===== src/rtl/core/lr_pkg.sv =====
// lr_pkg: shared constants for the line rasterizer core
// operation codes, configuration register indexes and reset values
// no dependencies
`timescale 1ns / 1ps
`default_nettype none

package lr_pkg;

    // coordinate width default, legal range 8 to 24
    localparam int COORD_BITS_DEF = 16;

    // queue between front and back
    localparam int QUEUE_DEPTH = 2;

    // operation codes
    localparam logic OP_START = 1'b0;
    localparam logic OP_STEP  = 1'b1;

    // configuration register file
    localparam int CFG_DATA_W   = 15;
    localparam int CFG_INDEX_W  = 1;
    localparam logic [CFG_INDEX_W-1:0] CFG_SURFACE_WIDTH  = 1'b0;
    localparam logic [CFG_INDEX_W-1:0] CFG_SURFACE_HEIGHT = 1'b1;

    localparam logic [CFG_DATA_W-1:0] SURFACE_WIDTH_RST  = 15'd640;
    localparam logic [CFG_DATA_W-1:0] SURFACE_HEIGHT_RST = 15'd480;

    localparam int COLOR_W = 32;

endpackage

`default_nettype wire


===== src/rtl/core/lr_front.sv =====
// lr_front: accepts input beats and classifies them for the back end
// orders endpoints by y and forms |dx|, dy and the x direction; uses lr_pkg
`timescale 1ns / 1ps
`default_nettype none

module lr_front #(
    parameter int COORD_BITS = lr_pkg::COORD_BITS_DEF,
    localparam int ENTRY_W = 4 * COORD_BITS + 2 + lr_pkg::COLOR_W
) (
    input  wire logic                       aclk,
    input  wire logic                       aresetn,
    input  wire logic                       s_valid,
    output logic                            s_ready,
    input  wire logic                       s_op,
    input  wire logic signed [COORD_BITS-1:0] s_x_start,
    input  wire logic signed [COORD_BITS-1:0] s_y_start,
    input  wire logic signed [COORD_BITS-1:0] s_x_end,
    input  wire logic signed [COORD_BITS-1:0] s_y_end,
    input  wire logic [lr_pkg::COLOR_W-1:0] s_line_color,
    output logic                            push,
    output logic [ENTRY_W-1:0]              push_entry,
    input  wire logic                       queue_full
);

    localparam int C = COORD_BITS;

    logic                   swap;
    logic signed [C-1:0]    xa, ya, xb, yb;
    logic signed [C:0]      dx;
    logic [C-1:0]           dy;
    logic [C:0]             dx_neg;
    logic [C-1:0]           adx;
    logic                   xneg;
    logic                   unused_clk;

    assign unused_clk = aclk ^ aresetn;

    assign s_ready = !queue_full;
    assign push    = s_valid && !queue_full;

    always_comb begin
        swap   = s_y_end < s_y_start;
        xa     = swap ? s_x_end   : s_x_start;
        ya     = swap ? s_y_end   : s_y_start;
        xb     = swap ? s_x_start : s_x_end;
        yb     = swap ? s_y_start : s_y_end;
        dx     = {xb[C-1], xb} - {xa[C-1], xa};
        dy     = C'({yb[C-1], yb} - {ya[C-1], ya});
        dx_neg = -dx;
        // direction is negative when dx is not positive, vertical lines included
        xneg   = dx[C] || (dx == '0);
        adx    = dx[C] ? dx_neg[C-1:0] : dx[C-1:0];
    end

    assign push_entry = {s_op, xa, ya, adx, dy, xneg, s_line_color};

endmodule

`default_nettype wire


===== src/rtl/core/lr_queue.sv =====
// lr_queue: short fifo between the classifying front and the stepping back end
// register array with head and tail pointers; uses lr_pkg
`timescale 1ns / 1ps
`default_nettype none

module lr_queue #(
    parameter int WIDTH = 8,
    parameter int DEPTH = lr_pkg::QUEUE_DEPTH
) (
    input  wire logic             aclk,
    input  wire logic             aresetn,
    input  wire logic             push,
    input  wire logic [WIDTH-1:0] push_entry,
    output logic                  full,
    input  wire logic             pop,
    output logic                  not_empty,
    output logic [WIDTH-1:0]      head_entry
);

    localparam int PW = (DEPTH > 1) ? $clog2(DEPTH) : 1;
    localparam int CW = $clog2(DEPTH + 1);

    logic [WIDTH-1:0] mem_reg [DEPTH];
    logic [PW-1:0]    wr_ptr_reg, wr_ptr_next;
    logic [PW-1:0]    rd_ptr_reg, rd_ptr_next;
    logic [CW-1:0]    count_reg, count_next;
    logic             do_push, do_pop;

    assign full       = count_reg == CW'(DEPTH);
    assign not_empty  = count_reg != '0;
    assign do_push    = push && !full;
    assign do_pop     = pop && not_empty;
    assign head_entry = mem_reg[rd_ptr_reg];

    always_comb begin
        wr_ptr_next = wr_ptr_reg;
        rd_ptr_next = rd_ptr_reg;
        count_next  = count_reg;
        if (do_push) begin
            wr_ptr_next = (wr_ptr_reg == PW'(DEPTH - 1)) ? '0 : wr_ptr_reg + 1'b1;
        end
        if (do_pop) begin
            rd_ptr_next = (rd_ptr_reg == PW'(DEPTH - 1)) ? '0 : rd_ptr_reg + 1'b1;
        end
        if (do_push && !do_pop) begin
            count_next = count_reg + 1'b1;
        end else if (do_pop && !do_push) begin
            count_next = count_reg - 1'b1;
        end
    end

    always_ff @(posedge aclk) begin
        if (!aresetn) begin
            wr_ptr_reg <= '0;
            rd_ptr_reg <= '0;
            count_reg  <= '0;
        end else begin
            wr_ptr_reg <= wr_ptr_next;
            rd_ptr_reg <= rd_ptr_next;
            count_reg  <= count_next;
        end
    end

    always_ff @(posedge aclk) begin
        if (do_push) begin
            mem_reg[wr_ptr_reg] <= push_entry;
        end
    end

endmodule

`default_nettype wire


===== src/rtl/core/lr_back.sv =====
// lr_back: line state, bresenham stepping, clipping and the output register
// holds the surface size registers; uses lr_pkg
`timescale 1ns / 1ps
`default_nettype none

module lr_back #(
    parameter int COORD_BITS = lr_pkg::COORD_BITS_DEF,
    localparam int ENTRY_W = 4 * COORD_BITS + 2 + lr_pkg::COLOR_W
) (
    input  wire logic                          aclk,
    input  wire logic                          aresetn,
    input  wire logic                          cfg_we,
    input  wire logic [lr_pkg::CFG_INDEX_W-1:0] cfg_index,
    input  wire logic [lr_pkg::CFG_DATA_W-1:0] cfg_data,
    input  wire logic                          not_empty,
    input  wire logic [ENTRY_W-1:0]            head_entry,
    output logic                               pop,
    output logic                               m_valid,
    input  wire logic                          m_ready,
    output logic signed [COORD_BITS-1:0]       m_pixel_x,
    output logic signed [COORD_BITS-1:0]       m_pixel_y,
    output logic [lr_pkg::COLOR_W-1:0]         m_pixel_color,
    output logic                               m_write_enable,
    output logic                               m_last
);

    localparam int C   = COORD_BITS;
    localparam int IW  = C + 3;
    localparam int EW  = C + 4;
    localparam int SW  = C + 1;
    localparam int CFW = lr_pkg::CFG_DATA_W;
    localparam int KW  = ((C > CFW) ? C : CFW) + 1;

    // surface size
    logic [CFW-1:0] width_reg, height_reg;

    // line state
    logic [C-1:0]  cur_x_reg, cur_x_next;
    logic [C-1:0]  cur_y_reg, cur_y_next;
    logic [EW-1:0] err_reg, err_next;
    logic [IW-1:0] inc_s_reg, inc_s_next;
    logic [IW-1:0] inc_d_reg, inc_d_next;
    logic [SW-1:0] steps_reg, steps_next;
    logic          xmaj_reg, xmaj_next;
    logic          xneg_reg, xneg_next;
    logic [lr_pkg::COLOR_W-1:0] color_reg, color_next;
    logic          active_reg, active_next;

    // output register
    logic          out_valid_reg, out_valid_next;
    logic [C-1:0]  out_x_reg, out_y_reg;
    logic [lr_pkg::COLOR_W-1:0] out_color_reg;
    logic          out_we_reg, out_last_reg;

    // head entry fields
    logic          e_op;
    logic [C-1:0]  e_xa, e_ya, e_adx, e_dy;
    logic          e_xneg;
    logic [lr_pkg::COLOR_W-1:0] e_color;

    logic          xmaj_c, take;
    logic [C-1:0]  maj, mnr;
    logic [IW-1:0] add;
    logic          we_c, last_c;
    logic          in_surface;

    assign {e_op, e_xa, e_ya, e_adx, e_dy, e_xneg, e_color} = head_entry;

    assign pop = not_empty && (!out_valid_reg || m_ready);

    always_comb begin
        cur_x_next  = cur_x_reg;
        cur_y_next  = cur_y_reg;
        err_next    = err_reg;
        inc_s_next  = inc_s_reg;
        inc_d_next  = inc_d_reg;
        steps_next  = steps_reg;
        xmaj_next   = xmaj_reg;
        xneg_next   = xneg_reg;
        color_next  = color_reg;
        active_next = active_reg;
        we_c        = 1'b0;
        last_c      = 1'b1;

        xmaj_c = e_adx > e_dy;
        maj    = xmaj_c ? e_adx : e_dy;
        mnr    = xmaj_c ? e_dy  : e_adx;

        // x-major steps on error >= 0, y-major only on error > 0
        take = !err_reg[EW-1] && (xmaj_reg || (err_reg != '0));
        add  = take ? inc_d_reg : inc_s_reg;

        if (e_op == lr_pkg::OP_START) begin
            cur_x_next  = e_xa;
            cur_y_next  = e_ya;
            inc_s_next  = {2'b00, mnr, 1'b0};
            inc_d_next  = {2'b00, mnr, 1'b0} - {2'b00, maj, 1'b0};
            err_next    = {3'b000, mnr, 1'b0} - {4'b0000, maj};
            steps_next  = {1'b0, maj};
            xmaj_next   = xmaj_c;
            xneg_next   = e_xneg;
            color_next  = e_color;
            active_next = maj != '0;
            we_c        = 1'b1;
            last_c      = maj == '0;
        end else if (active_reg) begin
            err_next = err_reg + {add[IW-1], add};
            if (xmaj_reg || take) begin
                cur_x_next = cur_x_reg + {{(C-1){xneg_reg}}, 1'b1};
            end
            if (!xmaj_reg || take) begin
                cur_y_next = cur_y_reg + 1'b1;
            end
            steps_next  = steps_reg - 1'b1;
            active_next = steps_next != '0;
            we_c        = 1'b1;
            last_c      = steps_next == '0;
        end

        in_surface = !cur_x_next[C-1] && !cur_y_next[C-1]
            && ({{(KW-C){1'b0}}, cur_x_next} < {{(KW-CFW){1'b0}}, width_reg})
            && ({{(KW-C){1'b0}}, cur_y_next} < {{(KW-CFW){1'b0}}, height_reg});

        out_valid_next = pop ? 1'b1 : (m_ready ? 1'b0 : out_valid_reg);
    end

    always_ff @(posedge aclk) begin
        if (!aresetn) begin
            width_reg  <= lr_pkg::SURFACE_WIDTH_RST;
            height_reg <= lr_pkg::SURFACE_HEIGHT_RST;
        end else if (cfg_we) begin
            unique case (cfg_index)
                lr_pkg::CFG_SURFACE_WIDTH:  width_reg  <= cfg_data;
                lr_pkg::CFG_SURFACE_HEIGHT: height_reg <= cfg_data;
                default: ;
            endcase
        end
    end

    always_ff @(posedge aclk) begin
        if (!aresetn) begin
            cur_x_reg     <= '0;
            cur_y_reg     <= '0;
            err_reg       <= '0;
            inc_s_reg     <= '0;
            inc_d_reg     <= '0;
            steps_reg     <= '0;
            xmaj_reg      <= 1'b0;
            xneg_reg      <= 1'b0;
            color_reg     <= '0;
            active_reg    <= 1'b0;
            out_valid_reg <= 1'b0;
        end else begin
            out_valid_reg <= out_valid_next;
            if (pop) begin
                cur_x_reg  <= cur_x_next;
                cur_y_reg  <= cur_y_next;
                err_reg    <= err_next;
                inc_s_reg  <= inc_s_next;
                inc_d_reg  <= inc_d_next;
                steps_reg  <= steps_next;
                xmaj_reg   <= xmaj_next;
                xneg_reg   <= xneg_next;
                color_reg  <= color_next;
                active_reg <= active_next;
            end
        end
    end

    always_ff @(posedge aclk) begin
        if (pop) begin
            out_x_reg     <= cur_x_next;
            out_y_reg     <= cur_y_next;
            out_color_reg <= color_next;
            out_we_reg    <= we_c && in_surface;
            out_last_reg  <= last_c;
        end
    end

    assign m_valid        = out_valid_reg;
    assign m_pixel_x      = out_x_reg;
    assign m_pixel_y      = out_y_reg;
    assign m_pixel_color  = out_color_reg;
    assign m_write_enable = out_we_reg;
    assign m_last         = out_last_reg;

endmodule

`default_nettype wire


===== src/rtl/core/line_rasterizer_core.sv =====
// line_rasterizer_core: bresenham line rasterizer with surface clipping
// top level joining lr_front, lr_queue and lr_back; uses lr_pkg
//
// usage:
//   input channel (s_valid / s_ready): op 0 starts a line from the two
//   endpoints and color, op 1 advances one pixel. every input beat gives
//   exactly one output beat on the m_ channel, in order.
//   a start beat returns the first pixel; each step beat returns the next.
//   write_enable is low for pixels outside the surface and for steps taken
//   while no line is active; last marks the final pixel (and idle steps).
//   config port: cfg_we with cfg_index 0 (surface width) or 1 (surface
//   height); write only while the block is idle.
//   path: an accepted beat enters a two-entry queue; the back end steps
//   it combinationally when it pops it and registers the pixel for m_.
//   throughput: one beat per cycle while m_ready stays high, set by the
//   combinational step of the back end and its output register.
//   stall: when m_ready is low the output register holds; the queue
//   fills up to its two entries before s_ready drops.
//   reset (aresetn low, synchronous): queue empty, no line active, surface
//   640 by 480.
`timescale 1ns / 1ps
`default_nettype none

module line_rasterizer_core #(
    parameter int COORD_BITS = lr_pkg::COORD_BITS_DEF
) (
    input  wire logic                          aclk,
    input  wire logic                          aresetn,
    input  wire logic                          cfg_we,
    input  wire logic [lr_pkg::CFG_INDEX_W-1:0] cfg_index,
    input  wire logic [lr_pkg::CFG_DATA_W-1:0] cfg_data,
    input  wire logic                          s_valid,
    output logic                               s_ready,
    input  wire logic                          s_op,
    input  wire logic signed [COORD_BITS-1:0]  s_x_start,
    input  wire logic signed [COORD_BITS-1:0]  s_y_start,
    input  wire logic signed [COORD_BITS-1:0]  s_x_end,
    input  wire logic signed [COORD_BITS-1:0]  s_y_end,
    input  wire logic [lr_pkg::COLOR_W-1:0]    s_line_color,
    output logic                               m_valid,
    input  wire logic                          m_ready,
    output logic signed [COORD_BITS-1:0]       m_pixel_x,
    output logic signed [COORD_BITS-1:0]       m_pixel_y,
    output logic [lr_pkg::COLOR_W-1:0]         m_pixel_color,
    output logic                               m_write_enable,
    output logic                               m_last
);

    localparam int ENTRY_W = 4 * COORD_BITS + 2 + lr_pkg::COLOR_W;

    logic               push, pop, queue_full, not_empty;
    logic [ENTRY_W-1:0] push_entry, head_entry;

    lr_front #(
        .COORD_BITS(COORD_BITS)
    ) u_front (
        .aclk        (aclk),
        .aresetn     (aresetn),
        .s_valid     (s_valid),
        .s_ready     (s_ready),
        .s_op        (s_op),
        .s_x_start   (s_x_start),
        .s_y_start   (s_y_start),
        .s_x_end     (s_x_end),
        .s_y_end     (s_y_end),
        .s_line_color(s_line_color),
        .push        (push),
        .push_entry  (push_entry),
        .queue_full  (queue_full)
    );

    lr_queue #(
        .WIDTH(ENTRY_W),
        .DEPTH(lr_pkg::QUEUE_DEPTH)
    ) u_queue (
        .aclk      (aclk),
        .aresetn   (aresetn),
        .push      (push),
        .push_entry(push_entry),
        .full      (queue_full),
        .pop       (pop),
        .not_empty (not_empty),
        .head_entry(head_entry)
    );

    lr_back #(
        .COORD_BITS(COORD_BITS)
    ) u_back (
        .aclk          (aclk),
        .aresetn       (aresetn),
        .cfg_we        (cfg_we),
        .cfg_index     (cfg_index),
        .cfg_data      (cfg_data),
        .not_empty     (not_empty),
        .head_entry    (head_entry),
        .pop           (pop),
        .m_valid       (m_valid),
        .m_ready       (m_ready),
        .m_pixel_x     (m_pixel_x),
        .m_pixel_y     (m_pixel_y),
        .m_pixel_color (m_pixel_color),
        .m_write_enable(m_write_enable),
        .m_last        (m_last)
    );

endmodule

`default_nettype wire


===== config.mk =====
export PLATFORM = sky130hd
export DESIGN_NAME = line_rasterizer_core
export DESIGN_NICKNAME = d
export VERILOG_FILES = /design/src/rtl/core/lr_pkg.sv /design/src/rtl/core/lr_front.sv /design/src/rtl/core/lr_queue.sv /design/src/rtl/core/lr_back.sv /design/src/rtl/core/line_rasterizer_core.sv
export SDC_FILE = /design/constraint.sdc
export NUM_CORES = 1
export LEC_CHECK = 0
export BUFFER_PORTS_ARGS = -buffer_cell sky130_fd_sc_hd__clkbuf_2
export CAP_MARGIN = 10
export CORE_MARGIN = 2
export CORE_UTILIZATION = 45
export CTS_CLUSTER_SIZE = 30
export DETAILED_ROUTE_END_ITERATION = 10
export SETUP_SLACK_MARGIN = 0.4
export SLEW_MARGIN = 5
export SYNTH_ARGS = -nofsm -noshare
export SYNTH_HDL_FRONTEND = slang
export SYNTH_SLANG_ARGS = --single-unit

===== constraint.sdc =====
create_clock -name aclk -period 9 [get_ports aclk]
set_input_delay 1.35 -clock aclk [delete_from_list [all_inputs] [get_ports aclk]]
set_output_delay 1.35 -clock aclk [all_outputs]
set_load 0.02 [all_outputs]

### Word level (Yosys, flattened, before mapping)

Memories as Yosys holds them, arrays and structs flattened. A register that Yosys moved wholly into a read port is not among the register bits.
Index checks and enable logic that the tools add are counted.

* reductions and logical operators: 37
* equal/unequal tests: 2
* bitwise operators: 2
* $lt $le $gt $ge: 4
* multiplexer cells: 35
* add/subtract/negate cells: 13

Operators with widths (number)
* $mux W16: 13
* $mux W20: 2
* $logic_not A17 Y1: 2
* $mux W17: 2
* $lt A16 B15 Y1: 2
* $mux W32: 1
* $add A20 B20 Y20: 1
* $reduce_bool A20 Y1: 1
* $mux W19: 1
* $sub A17 B16 Y18: 1
* $sub A17 B17 Y18: 1
* $reduce_bool A17 Y1: 1
* $sub A16 B16 Y17: 1
* $sub A17 B1 Y17 const B: 1
* $add A16 B1 Y16 const B: 1
* $add A16 B16 Y16: 1
* $gt A16 B16 Y1: 1
* $logic_not A16 Y1: 1
* $lt A16 B16 Y1: 1
* $neg A16 Y16: 1
* $reduce_bool A16 Y1: 1
* $sub A16 B16 Y16: 1
* $mux W1: 14
* $logic_and A1 B1 Y1: 11
* 11 further kinds: 30

* output and inout port bits: 68
* RAM bits: 196
* register bits after elaboration: 240
* memories: 1

Memory list
* u_queue.mem_reg: depth 2, bits a word 98, rd ports 1, clocked after memory_dff 1, write ports 1, RTL line lr_queue.sv:23 `logic [WIDTH-1:0] mem_reg [DEPTH];`

### Longest topological paths before layout

* depth in word-level cells: 12
* gate-level depth with buffers: 30
* gate-level depth less buffers: 23

### Cells and area by module

Synthesis repeated with hierarchy kept, for this count alone.

* cells, all modules: 2669
* area total of the unflattened synthesis: 25269.2 um^2

Modules (own cells, without submodules)
* lr_back: cells an instance 1765, area each 14169.8 um^2, instances 1
* lr_queue: cells an instance 330, area each 7380.8 um^2, instances 1
* lr_front: cells an instance 574, area each 3718.6 um^2, instances 1

### Least setup slack after synthesis

No wires, ideal clock.

* path kind: input -> register
* from: in s_y_start[12]
* to: mem u_queue.mem_reg[0][64] (netlist name) (data pin)
* path slack: 2.244 ns
* arrival: 6.489 ns
* setup time: 0.268 ns
* cell stages on the path: 26
* required time: 8.732 ns
* path through: inv_1 > ha_1 > and2_4 > and3_1 > nand3_1 > a31o_1 > buf_2 > a21oi_1 > buf_2 > clkbuf_1 > clkbuf_1 > nand2_1 > nor2_1 > nor2_1 > ha_1 > nor3_1 > a211oi_1 > maj3_1 > o311ai_0 > mux2i_1 > xnor2_1 > o211ai_1 > or4_4 > nor3b_2 > a31oi_1 > xor2_1

* word-level cells in the longest chain between the ends: 5
* elaborated cells between the ends (all ways): 6
* classes of those cells: add/sub (2); order compare (1); mux (3)

Ends and longest elaborated chain
* start: declaration: RTL line line_rasterizer_core.sv:36 `input wire logic signed [COORD_BITS-1:0] s_y_start,`
* $lt A16 B16 Y1 (*): RTL line lr_front.sv:42 `swap = s_y_end < s_y_start;`
* $mux W16, on equally long branches: RTL line lr_front.sv:45, lr_front.sv:43
* $sub A16 B16 Y17 (*): RTL line lr_front.sv:47 `dx = {xb[C-1], xb} - {xa[C-1], xa};`
* $neg A16 Y16: RTL line lr_front.sv:49 `dx_neg = -dx;`
* $mux W16 (*): RTL line lr_front.sv:52 `adx = dx[C] ? dx_neg[C-1:0] : dx[C-1:0];`
* named net push_entry[64]: RTL line line_rasterizer_core.sv:52 `logic [ENTRY_W-1:0] push_entry, head_entry;`
* end: declaration: RTL line lr_queue.sv:23

Mark *: on every way through the listed nets, which the timed path passes. The rest lies on a longest branch.

==> key figures <==
Outcome
  – Status: finished clean

Synthesis
  – Syn avg cell area: between 9 and 10 sq um
  – Post-Syn Area: 24400 sq um
  – Ys flop type: edfxtp_1
  – Number of flops mapped to enable cells by yosys: roughly 260
  – Cell taking the most area after synthesis: edfxtp_1
  – Top post-synthesis cells by area: edfxtp_1 (32%), dfxtp_1 (14%), nand2_1 (6.6%)
  – Synthesis Warnings: 0
  – Sequential cell area fraction in the yosys report: 0.465
  – Cell variety after synth: 76
  – Synth top area share: 0.323
  – Gate Count Post-Synth: roughly 2600
  – Asr flop ratio synth: 0
  – Post-synthesis net count: 2827
  – Flops & latches, synth: 435

Drt
  – DRC viols: 0
  – DR WL/cell: 19.2 microns
  – DRT iter0 DRCs: 1383
  – Final ANT Viol Nets: 0
  – Via Count: 19400
  – Drt pass-1 iters: 5
  – Drt via density: roughly 5.6
  – Drt total wl: around 66000 microns

Worst setup path
  – Buf/Inv on CP: 1
  – CP peak stage delay: 1.02 ns
  – Nature of the critical path startpoint: register
  – CP max FO: 67
  – Crit path max-delay cell type: dfxtp_4
  – Worst-path cell chain: mux2_2 > ha_1 > a211oi_1 > o21bai_1 > a211oi_1 > a21o_1 > buf_4 > o21ai_0 > ha_1 > a21o_1 > a21o_1 > a21oi_1 > o31ai_1 > a21oi_1 > o21ai_0 > a31o_2 > a31o_2 > a2111o_1 > a31oi_1
  – CP Class: register to register
  – Critical path arrival: 7.15 ns
  – Most frequent cell on the critical path: a21o_1
  – Critical Path End Type: register
  – CP top delay family: compound AO/OA/AOI/OAI gates
  – WP data required: around 9.5 ns

Clock network
  – Cts bufs inserted: 46
  – CTS sink cnt: 435
  – CTS tree: done
  – Post CTS Setup Buffer Count: 0
  – Post-cts repair resize count: 0
  – Worst-Skew Late Latency: 0.58 ns
  – Root Driver: clkbuf_16
  – Clock Path Buffers: 3
  – H-tree levels: 2
  – Hold Buf Count CTS: 0
  – CTS clk-pin slew, worst paths: roughly 0.06 ns

Floorplan
  – Die width: 237 microns
  – Rows: between 80 and 90
  – IO Count: around 190
  – Die footprint: 56000 sq um
  – Chip Height: 237 microns
  – Core area: 53700 sq um
  – Starting Density: 0.454

Timing
  – Setup TNS: 0 ns
  – Tcrit/Tclk final: 0.739
  – Worst Clk Skew: 0.0178 ns
  – Final hold vios: 0
  – Worst slew margin: 0.238
  – Setup WS post-layout: between 2 and 2.5 ns
  – RSZ-0062 raised after global routing: no
  – Least-Margin Pin Slew: 1.14 ns
  – Period minus WS final: roughly 6.7 ns
  – Final setup vio count: 0
  – F_max: 150 MHz
  – Fin. max-slew vios: 0

Global routing
  – Largest net degree at the start of global routing: 92
  – Global-route wire length before repair: 103000 microns
  – Grt ovf: 0
  – Overall Global Routing Usage: 0.234
  – Vias in the first global route: 18900
  – Antenna violations before repair: 3

Final layout
  – Layout Cells excl Fill: 3452
  – Final nets: 2954
  – Layout cells sized above 1: 0.123
  – Layout area overhead: 12.8%
  – Max FFs per register: 196
  – # diodes: 0

Place
  – Port Buffer Count: 185
  – Hpwl dp: between 40000 and 50000 microns
  – GPL Wtd Cong: 0.914
  – Number of cells after detailed placement: 3366
  – Place WS: ~2.2 ns

Run
  – Max Cap Viol: 0

Power
  – LEAKAGE: 10.8 nW
  – Peak VDD IR: 0.249 mV
  – Pwr Density: 383 nW/um^2

Min path
  – Class of the worst hold path: register to register
  – Worst Min Path Start: u_back.inc_d_reg[4]$_SDFFE_PN0P_
## layer usage
metal	up-vias	wire, microns	global-route usage
li1	9575	-	-
met1	9210	30600	0.322
met2	540	30000	0.376
met3	115	3780	0.0360
met4	2	1810	0.0758
met5	-	12	0
## cell families after synthesis
group                      synth area share
xor gates and xnor gates             0.0402
AOI/OAI and AO/OA                     0.172
and+or+nand+nor                       0.168
DFF                                   0.465
muxes                                0.0522
adders and majority gates            0.0664
buffers and inverters                0.0364
## Yosys cell counts (7+ instances only)
cell type and instances:
dfxtp_1 173, o211ai_1 25, nor3_1 42, and3_1 13
edfxtp_1 262, inv_1 102, or3_1 17, nand2b_1 38
xor2_1 34, and2_1 17, a22oi_1 7, nor4_1 15
buf_1 16, o211a_1 8, mux2_2 24, or2_2 8
a211oi_1 67, o21ai_0 160, a21o_1 30, nor2_1 195
o21a_1 9, maj3_1 12, a31oi_1 30, clkbuf_1 94
nand4_1 13, nor2b_1 51, xnor2_1 78, a211o_1 7
a21boi_0 71, nand3_1 49, o22ai_1 10, nand2_1 429
buf_2 15, o21bai_1 7, mux2i_1 100, a21oi_1 145
ha_1 115
## worst reg2reg max path: stages (launching register included)
cell and delay, ns:
dfxtp_4 1.02, mux2_2 0.48, ha_1 0.40, a211oi_1 0.28, o21bai_1 0.13, a211oi_1 0.33
a21o_1 0.55, buf_4 0.42, o21ai_0 0.39, ha_1 0.38, a21o_1 0.21, a21o_1 0.17
a21oi_1 0.14, o31ai_1 0.09, a21oi_1 0.27, o21ai_0 0.13, a31o_2 0.27, a31o_2 0.27
a2111o_1 0.47, a31oi_1 0.17
## area by class of cell
cell class	instances	area, sq um
Tap cell	696	871
Multi-Input combinational cell	1925	12200
Fill cell	4815	26200
Clock buffer	51	1200
Clock inverter	35	400
Sequential cell	435	11300
Timing Repair Buffer	205	1080
Inverter	105	397
## per-stage QoR
stage | cell area, sq um | utilization | power (mW) | hold WS, ns
detailed placement | 25900 | 0.482 | 8.53 | 0.455
finish | 27500 | 0.512 | 10.5 | 0.461
floorplan | 24400 | - | 7.00 | 0.432
CTS | 27500 | 0.512 | 10.6 | 0.463
global placement | 25900 | 0.482 | 8.42 | 0.446
global route | 27500 | 0.512 | 11.3 | 0.473
## final timing paths
| check | endpoint | slack (ns) | cells past startpoint |
|---|---|---|---|
| worst max-delay path | u_back.err_reg[18]$_SDFFE_PN0P_ | 2.35 | 19 |
| worst min register to register | u_back.inc_d_reg[4]$_SDFFE_PN0P_ | 0.46 | 2 |
| worst max register to register | u_back.err_reg[18]$_SDFFE_PN0P_ | 2.35 | 19 |
| worst min-delay path | u_back.inc_d_reg[4]$_SDFFE_PN0P_ | 0.46 | 2 |
## where the power goes
group,internal [mW],switching (mW)
clock,1.20,0.809
sequential,2.82,0.357
combinational,1.92,3.43
total,5.94,4.60
## placed cells by master, fill, tap and decap left out, drive strengths merged, types with 25 or more instances in the layout
cell type and n:
nand2 429, a21boi 71, nand2b 38, dfxtp 173
ha 115, a21oi 145, edfxtp 262, a21o 31
nor3 42, nor2 195, a31oi 30, o21ai 166
inv 109, o211ai 25, clkbuf 235, mux2i 100
a211oi 67, nand3 49, nor2b 51, xnor2 78
xor2 34
Note: power is estimated with default switching activity, not from simulation.
